===== src/design/asa_ram.sv =====
// Generic single-write, single-read synchronous RAM with registered read data.
module asa_ram #(
    parameter int WIDTH = 32,
    parameter int DEPTH = 16
) (
    input  logic                     clk,
    input  logic                     wr_en,
    input  logic [$clog2(DEPTH)-1:0] wr_addr,
    input  logic [WIDTH-1:0]         wr_data,
    input  logic                     rd_en,
    input  logic [$clog2(DEPTH)-1:0] rd_addr,
    output logic [WIDTH-1:0]         rd_data
);

    logic [WIDTH-1:0] mem [DEPTH];

    // Write port and registered read port
    always_ff @(posedge clk)
    begin
        if (wr_en)
        begin
            mem[wr_addr] <= wr_data;
        end
        if (rd_en)
        begin
            rd_data <= mem[rd_addr];
        end
    end

endmodule


===== config.mk =====
export PLATFORM = sky130hd
export DESIGN_NAME = asa_ram
export DESIGN_NICKNAME = d
export VERILOG_FILES = /design/src/design/asa_ram.sv
export SDC_FILE = /design/constraint.sdc
export NUM_CORES = 1
export LEC_CHECK = 0
export BUFFER_PORTS_ARGS = -buffer_cell sky130_fd_sc_hd__buf_2
export CAP_MARGIN = 20
export CORE_MARGIN = 1
export CORE_UTILIZATION = 61
export CTS_CLUSTER_DIAMETER = 200
export DETAILED_ROUTE_END_ITERATION = 10
export PLACE_DENSITY = 0.87
export SLEW_MARGIN = 20
export SYNTH_ARGS = -nofsm -noshare
export SYNTH_HDL_FRONTEND = slang
export SYNTH_SLANG_ARGS = --single-unit

===== constraint.sdc =====
create_clock -name clk -period 4.2 [get_ports clk]
set_input_delay 0.42 -clock clk [delete_from_list [all_inputs] [get_ports clk]]
set_output_delay 0.42 -clock clk [all_outputs]
set_load 0.05 [all_outputs]

==> results of run 1 <==
## kinds of logic (layout without fill, tap and decap cells)
group | Yosys count | in the layout | share of synthesized area
AO/OA/AOI/OAI | 64 | 64 | 0.0238
buffers and inverters | 43 | 190 | 0.0110
flip-flops | 544 | 544 | 0.810
multiplexers | 128 | 128 | 0.143
other | 0 | 1 | 0
AND/OR/NAND/NOR | 59 | 59 | 0.0125
## worst paths after layout
check	slack [ps]	start	to
max	2140	rd_addr[0]	rd_data[7]$_DFFE_PP_
min	230	wr_data[25]	mem[10][25]$_DFFE_PP_
max reg2reg	2670	mem[2][12]$_DFFE_PP_	rd_data[12]$_DFFE_PP_
min reg2reg	740	mem[15][4]$_DFFE_PP_	rd_data[4]$_DFFE_PP_
## critical path, cell delays in order
cell and delay, ps:
clkbuf_8 570, buf_12 380, mux4_2 580, a22oi_1 270, nand2_1 80
## synthesized netlist by cell type
cell / n / area (um^2)
nand3_1: 1 / 5.00
nor2_1: 13 / 48.8
clkbuf_1: 17 / 63.8
buf_2: 4 / 20.0
buf_6: 2 / 22.5
buf_4: 11 / 82.6
nand2b_1: 2 / 12.5
nand3b_1: 2 / 15.0
nor2b_1: 2 / 12.5
or3b_2: 1 / 8.76
buf_1: 9 / 33.8
edfxtp_1: 544 / 16300
and2_1: 1 / 6.26
a22oi_1: 64 / 480
nor3_1: 4 / 20.0
nand2_1: 33 / 124
mux4_2: 128 / 2880
## stage by stage
stage	instance area [um^2]	cells	hold slack [ps]	utilization
after detailed placement	21200	1335	734	0.653
after global placement	21200	1335	724	0.653
after floorplan	20200	838	519	-
after CTS	22900	1427	208	0.703
after global routing	22900	1428	227	0.703
final	22900	1428	229	0.703
## sequential cells by signal, indices dropped and copies added, names as in the netlist
register and count:
mem 512, rd_data 32
## power groups by stage
stage               registers (mW)  logic, mW  clock network, mW
floorplan                     6.35      0.292                  0
global placement              6.26      0.582                  0
detailed placement            6.27      0.605                  0
CTS                           6.16      0.615               4.59
global route                  6.17      0.644               4.78
finish                        6.16      0.614               4.56
## layout make-up
class,instances,area (um^2),share of cell area
Tap cell,442,553,0.0242
Multi-Input combinational cell,251,3750,0.164
Clock inverter,33,292,0.0127
Sequential cell,544,16300,0.714
Clock buffer,59,1350,0.0589
Timing Repair Buffer,98,599,0.0262
Antenna cell,1,2.50,0.000109
## routing by layer
layer	global-route usage	wire, um
met4	0.104	1400
met5	0	23
met2	0.471	23500
met1	0.363	16000
met3	0.0491	4220
## layout by cell type, fill, tap and decap left out
master,instances
nand2_1,33
clkbuf_16,53
buf_4,22
buf_12,3
nor3_2,4
and2_2,1
clkinv_1,11
nor2b_4,2
bufinv_16,5
nand3b_1,2
mux4_2,128
clkbuf_8,1
clkinvlp_4,6
nand3_1,1
nor2_4,13
nand2b_1,2
buf_2,72
a22oi_1,64
diode_2,1
clkbuf_1,6
edfxtp_1,544
or3b_2,1
clkinv_2,11
==> results.sh, run 1 <==
export IMPL_finalMaxSlewViolations=0
export IMPL_grt_start_max_net_pins=60
export IMPL_seq_power_share=0.544
export IMPL_critPathRequiredTime_ps=4510
export IMPL_crit_type="in -> reg"
export IMPL_clock_sinks=544
export IMPL_final_nets=989
export IMPL_rsz0062_at_grt="no"
export IMPL_fillers=1830
export IMPL_avgSynthCellArea_um2=24.1
export IMPL_worstPathMaxFanout=59
export IMPL_syn_to_final_growth_pct=13.4
export IMPL_start_util=0.620
export IMPL_drc=0
export IMPL_drt_first_pass_iters=6
export IMPL_synthCells=838
export IMPL_comb_power_share=0.054
export IMPL_wire_per_inst_um=31.7
export IMPL_clkLatencyLatePin_ps=570
export IMPL_hold_path_class="in -> reg"
export IMPL_cts_buffer_depth=3
export IMPL_fmax_mhz=484
export IMPL_dr_first_iter_drc_count=1370
export IMPL_grt_pass1_wl_um=65400
export IMPL_power_mw=11.3
export IMPL_setup_viol=0
export IMPL_min_period_ps=2060
export IMPL_reg2regPathDepth=3
export IMPL_die_area_um2=33800
export IMPL_hold_path_depth=1
export IMPL_post_cts_setup_buffers=0
export IMPL_worstSetupStartpointType="input pin"
export IMPL_die_x_um=184
export IMPL_num_io_pins=75
export IMPL_synth_warnings=0
export IMPL_maxSlewHeadroom=0.251
export IMPL_cts_htree_levels=2
export IMPL_via_per_inst=6.69
export IMPL_clock_power_share=0.402
export IMPL_sw_frac_of_total=0.212
export IMPL_placementRows=66
export IMPL_gp_congestion=0.709
export IMPL_cts_tree="built"
export IMPL_clk_pin_slew_ps=70
export IMPL_final_period_utilization=0.492
export IMPL_cts_made_buffers=51
export IMPL_crit_arrival_ps=2380
export IMPL_grt_overflow=0
export IMPL_die_height_um=184
export IMPL_ys_seq_area_frac=0.810
export IMPL_finalWorstSetupSlack_ps=2140
export IMPL_tightestPinTransition_ps=1120
export IMPL_status="finished, final reports clean"
export IMPL_antenna_found_initial=3
export IMPL_cap_violations=0
export IMPL_grt_pass1_vias=10017
export IMPL_ir_drop_mv=0.413
export IMPL_syn_area_um2=20200
export IMPL_hold_viol_final=0
export IMPL_post_place_ws_ps=1550
export IMPL_crit_path_end_kind="register"
export IMPL_cts_resized=0
export IMPL_core_area_um2=32500
export IMPL_intPower_mw=8.93
export IMPL_synth_nets=881
export IMPL_drive_gt1_frac=0.327
export IMPL_final_antenna_net_count=0
export IMPL_grt_use_total=0.277
export IMPL_p_leak_nw=7.31
export IMPL_port_buffers=74
export IMPL_clockRootBuffer="clkbuf_16"
export IMPL_skew_ps=15.2
export IMPL_hold_buffers=0
export IMPL_p_sw_mw=2.40
export IMPL_yosysUniqueCellTypes=17
export IMPL_post_dp_hpwl_um=21700
export IMPL_pwr_density_cell_nw_per_um2=495
export IMPL_wirelength_um=45200
export IMPL_ys_ff_latch=544
export IMPL_dr_total_vias=9557
export IMPL_fin_setup_tns_ps=0
Note: power is estimated with default switching activity, not from simulation.
==> run 2: changes to the inputs <==
clock period = 1.9 ns   (was 4.2 ns; I/O delays follow)
==> run 2 against run 1 <==
  * Via count is 2.4% higher
  * Hold slack worse by 220 ps
  * First-iteration DRC count is 9.9% lower
  * Combinational power is 140% higher
  * Clock skew is 6.8 ps higher
  * Final cell count is 2.5% higher
  * Cell area is 2.6% higher
  * Die area stayed put
  * Worst setup slack worse by 1900 ps
  * Clock-buffer cell count is 3 higher
  * Largest cell class unchanged
==> results.sh, run 2 (synthesis gave the netlist of run 1 again) <==
export IMPL_cp_buffers_inverters=0
export IMPL_clock_sinks=544
export IMPL_fmax_mhz=617
export IMPL_cts_htree_levels=2
export IMPL_seq_power_share=0.549
export IMPL_num_io_pins=75
export IMPL_start_util=0.620
export IMPL_final_common_cell="edfxtp_1"
export IMPL_dr_total_vias=9789
export IMPL_post_dp_hpwl_um=23800
export IMPL_grt_use_total=0.280
export IMPL_grt_start_max_net_pins=35
export IMPL_intPower_mw=19.6
export IMPL_cts_made_buffers=51
export IMPL_rsz0062_at_grt="no"
export IMPL_p_leak_nw=7.57
export IMPL_final_antenna_net_count=0
export IMPL_pwr_density_cell_nw_per_um2=1060
export IMPL_cp_top_family="multiplexers"
export IMPL_crit_path_end_kind="register"
export IMPL_clock_power_share=0.391
export IMPL_post_place_ws_ps=62.7
export IMPL_min_period_ps=1620
export IMPL_wire_per_inst_um=31.3
export IMPL_placementRows=66
export IMPL_die_area_um2=33800
export IMPL_setup_viol=0
export IMPL_drt_first_pass_iters=5
export IMPL_multiInputGateArea_um2=3780
export IMPL_clockRootBuffer="clkbuf_16"
export IMPL_finalWorstSetupSlack_ps=280
export IMPL_drive_gt1_frac=0.341
export IMPL_critPathRequiredTime_ps=2180
export IMPL_grt_pass1_wl_um=66200
export IMPL_largest_register="mem"
export IMPL_crit_arrival_ps=1900
export IMPL_die_height_um=184
export IMPL_worstSetupStartpointType="register"
export IMPL_drc=0
export IMPL_final_period_utilization=0.853
export IMPL_reg_top3="mem: 512 flops, rd_data: 32 flops"
export IMPL_final_nets=1023
export IMPL_core_area_um2=32500
export IMPL_largest_reg_flops=512
export IMPL_antenna_found_initial=5
export IMPL_dr_first_iter_drc_count=1235
export IMPL_tightestPinTransition_ps=1060
export IMPL_worstPathMaxFanout=1
export IMPL_post_cts_setup_buffers=0
export IMPL_wirelength_um=45700
export IMPL_sw_frac_of_total=0.211
export IMPL_worstPathCellList="mux4_2 > a22oi_1 > nand2_1"
export IMPL_hold_viol_final=0
export IMPL_port_buffers=74
export IMPL_ir_drop_mv=0.817
export IMPL_die_x_um=184
export IMPL_clk_pin_slew_ps=70
export IMPL_clkLatencyLatePin_ps=560
export IMPL_fillers=1746
export IMPL_hold_path_class="in -> reg"
export IMPL_grt_pass1_vias=10254
export IMPL_cap_violations=0
export IMPL_cts_buffer_depth=3
export IMPL_syn_to_final_growth_pct=16.4
export IMPL_regArea_um2=16300
export IMPL_cts_tree="built"
export IMPL_skew_ps=22.0
export IMPL_finalMaxSlewViolations=0
export IMPL_comb_power_share=0.059
export IMPL_grt_overflow=0
export IMPL_fin_util=0.722
export IMPL_mostFrequentLayoutCells="544 x edfxtp_1, 128 x mux4_2, 72 x buf_2"
export IMPL_gp_congestion=0.751
export IMPL_status="finished, final reports clean"
export IMPL_slowest_stage="mux4_2"
export IMPL_p_sw_mw=5.24
export IMPL_maxSlewHeadroom=0.291
export IMPL_crit_type="reg -> reg"
export IMPL_slowest_delay_ps=530
export IMPL_via_per_inst=6.69
[run 2: changes by cell type in the layout (fill, tap and decap cells not counted), moves of 2 or more]
cell / delta
buf_12: +29
dlygate4sd3_1: +6
clkinvlp_4: -4
nor3_2: -4
nor3_4: +4
clkbuf_1: +3
bufinv_16: -2
diode_2: +2
[run 2: path summary, 6_finish.rpt]
kind / start / to / slack (ps) / cells after the start
worst max register to register: mem[12][22]$_DFFE_PP_ / rd_data[22]$_DFFE_PP_ / 280 / 3
worst min-delay path: wr_data[0] / mem[1][0]$_DFFE_PP_ / 5 / 1
worst min register to register: mem[7][1]$_DFFE_PP_ / rd_data[1]$_DFFE_PP_ / 750 / 3
worst max-delay path: mem[12][22]$_DFFE_PP_ / rd_data[22]$_DFFE_PP_ / 280 / 3
[run 2: power by group through the flow]
stage,combinational [mW],sequential (mW),clock [mW]
2_1_floorplan,0.649,14.0,0
4_1_cts,1.46,13.6,9.76
6_report,1.47,13.6,9.70
5_1_grt,1.55,13.6,10.2
3_3_place_gp,1.38,13.8,0
3_5_place_dp,1.43,13.9,0
[run 2: what timing repair did]
item,in CTS,in global routing
endpoints found under the setup margin,0,0
hold buffers,6,0
endpoints found under the hold margin,47,0
gates resized for setup,0,0
[run 2: cell type report]
cell class	count	share of cell area
diodes	3	0.000320
clock buffers	62	0.0579
clock inverters	29	0.00938
multi-input cells	251	0.161
flip-flops and latches	544	0.696
well taps	442	0.0235
repair buffers	132	0.0525
[run 2: layer usage]
layer	vias to the layer above	part of all wire	GRT usage	routed length (um)
li1	3888	-	-	-
met1	5089	0.36	0.376	16400
met2	680	0.52	0.468	23600
met3	130	0.097	0.0513	4420
met4	2	0.030	0.0990	1360
met5	-	0.00028	0	13
[run 2: per-stage QoR]
stage | hold WS [ps] | instance area [um^2] | total power [mW] | setup TNS [ps] | cells
after floorplan | 289 | 20200 | 14.7 | -99570 | 838
after global placement | 551 | 21800 | 15.2 | 0 | 1362
after detailed placement | 558 | 21800 | 15.3 | 0 | 1362
after CTS | 0.507 | 23500 | 24.8 | 0 | 1459
after global routing | 8.66 | 23500 | 25.4 | 0 | 1462
final | 5.42 | 23500 | 24.8 | 0 | 1463
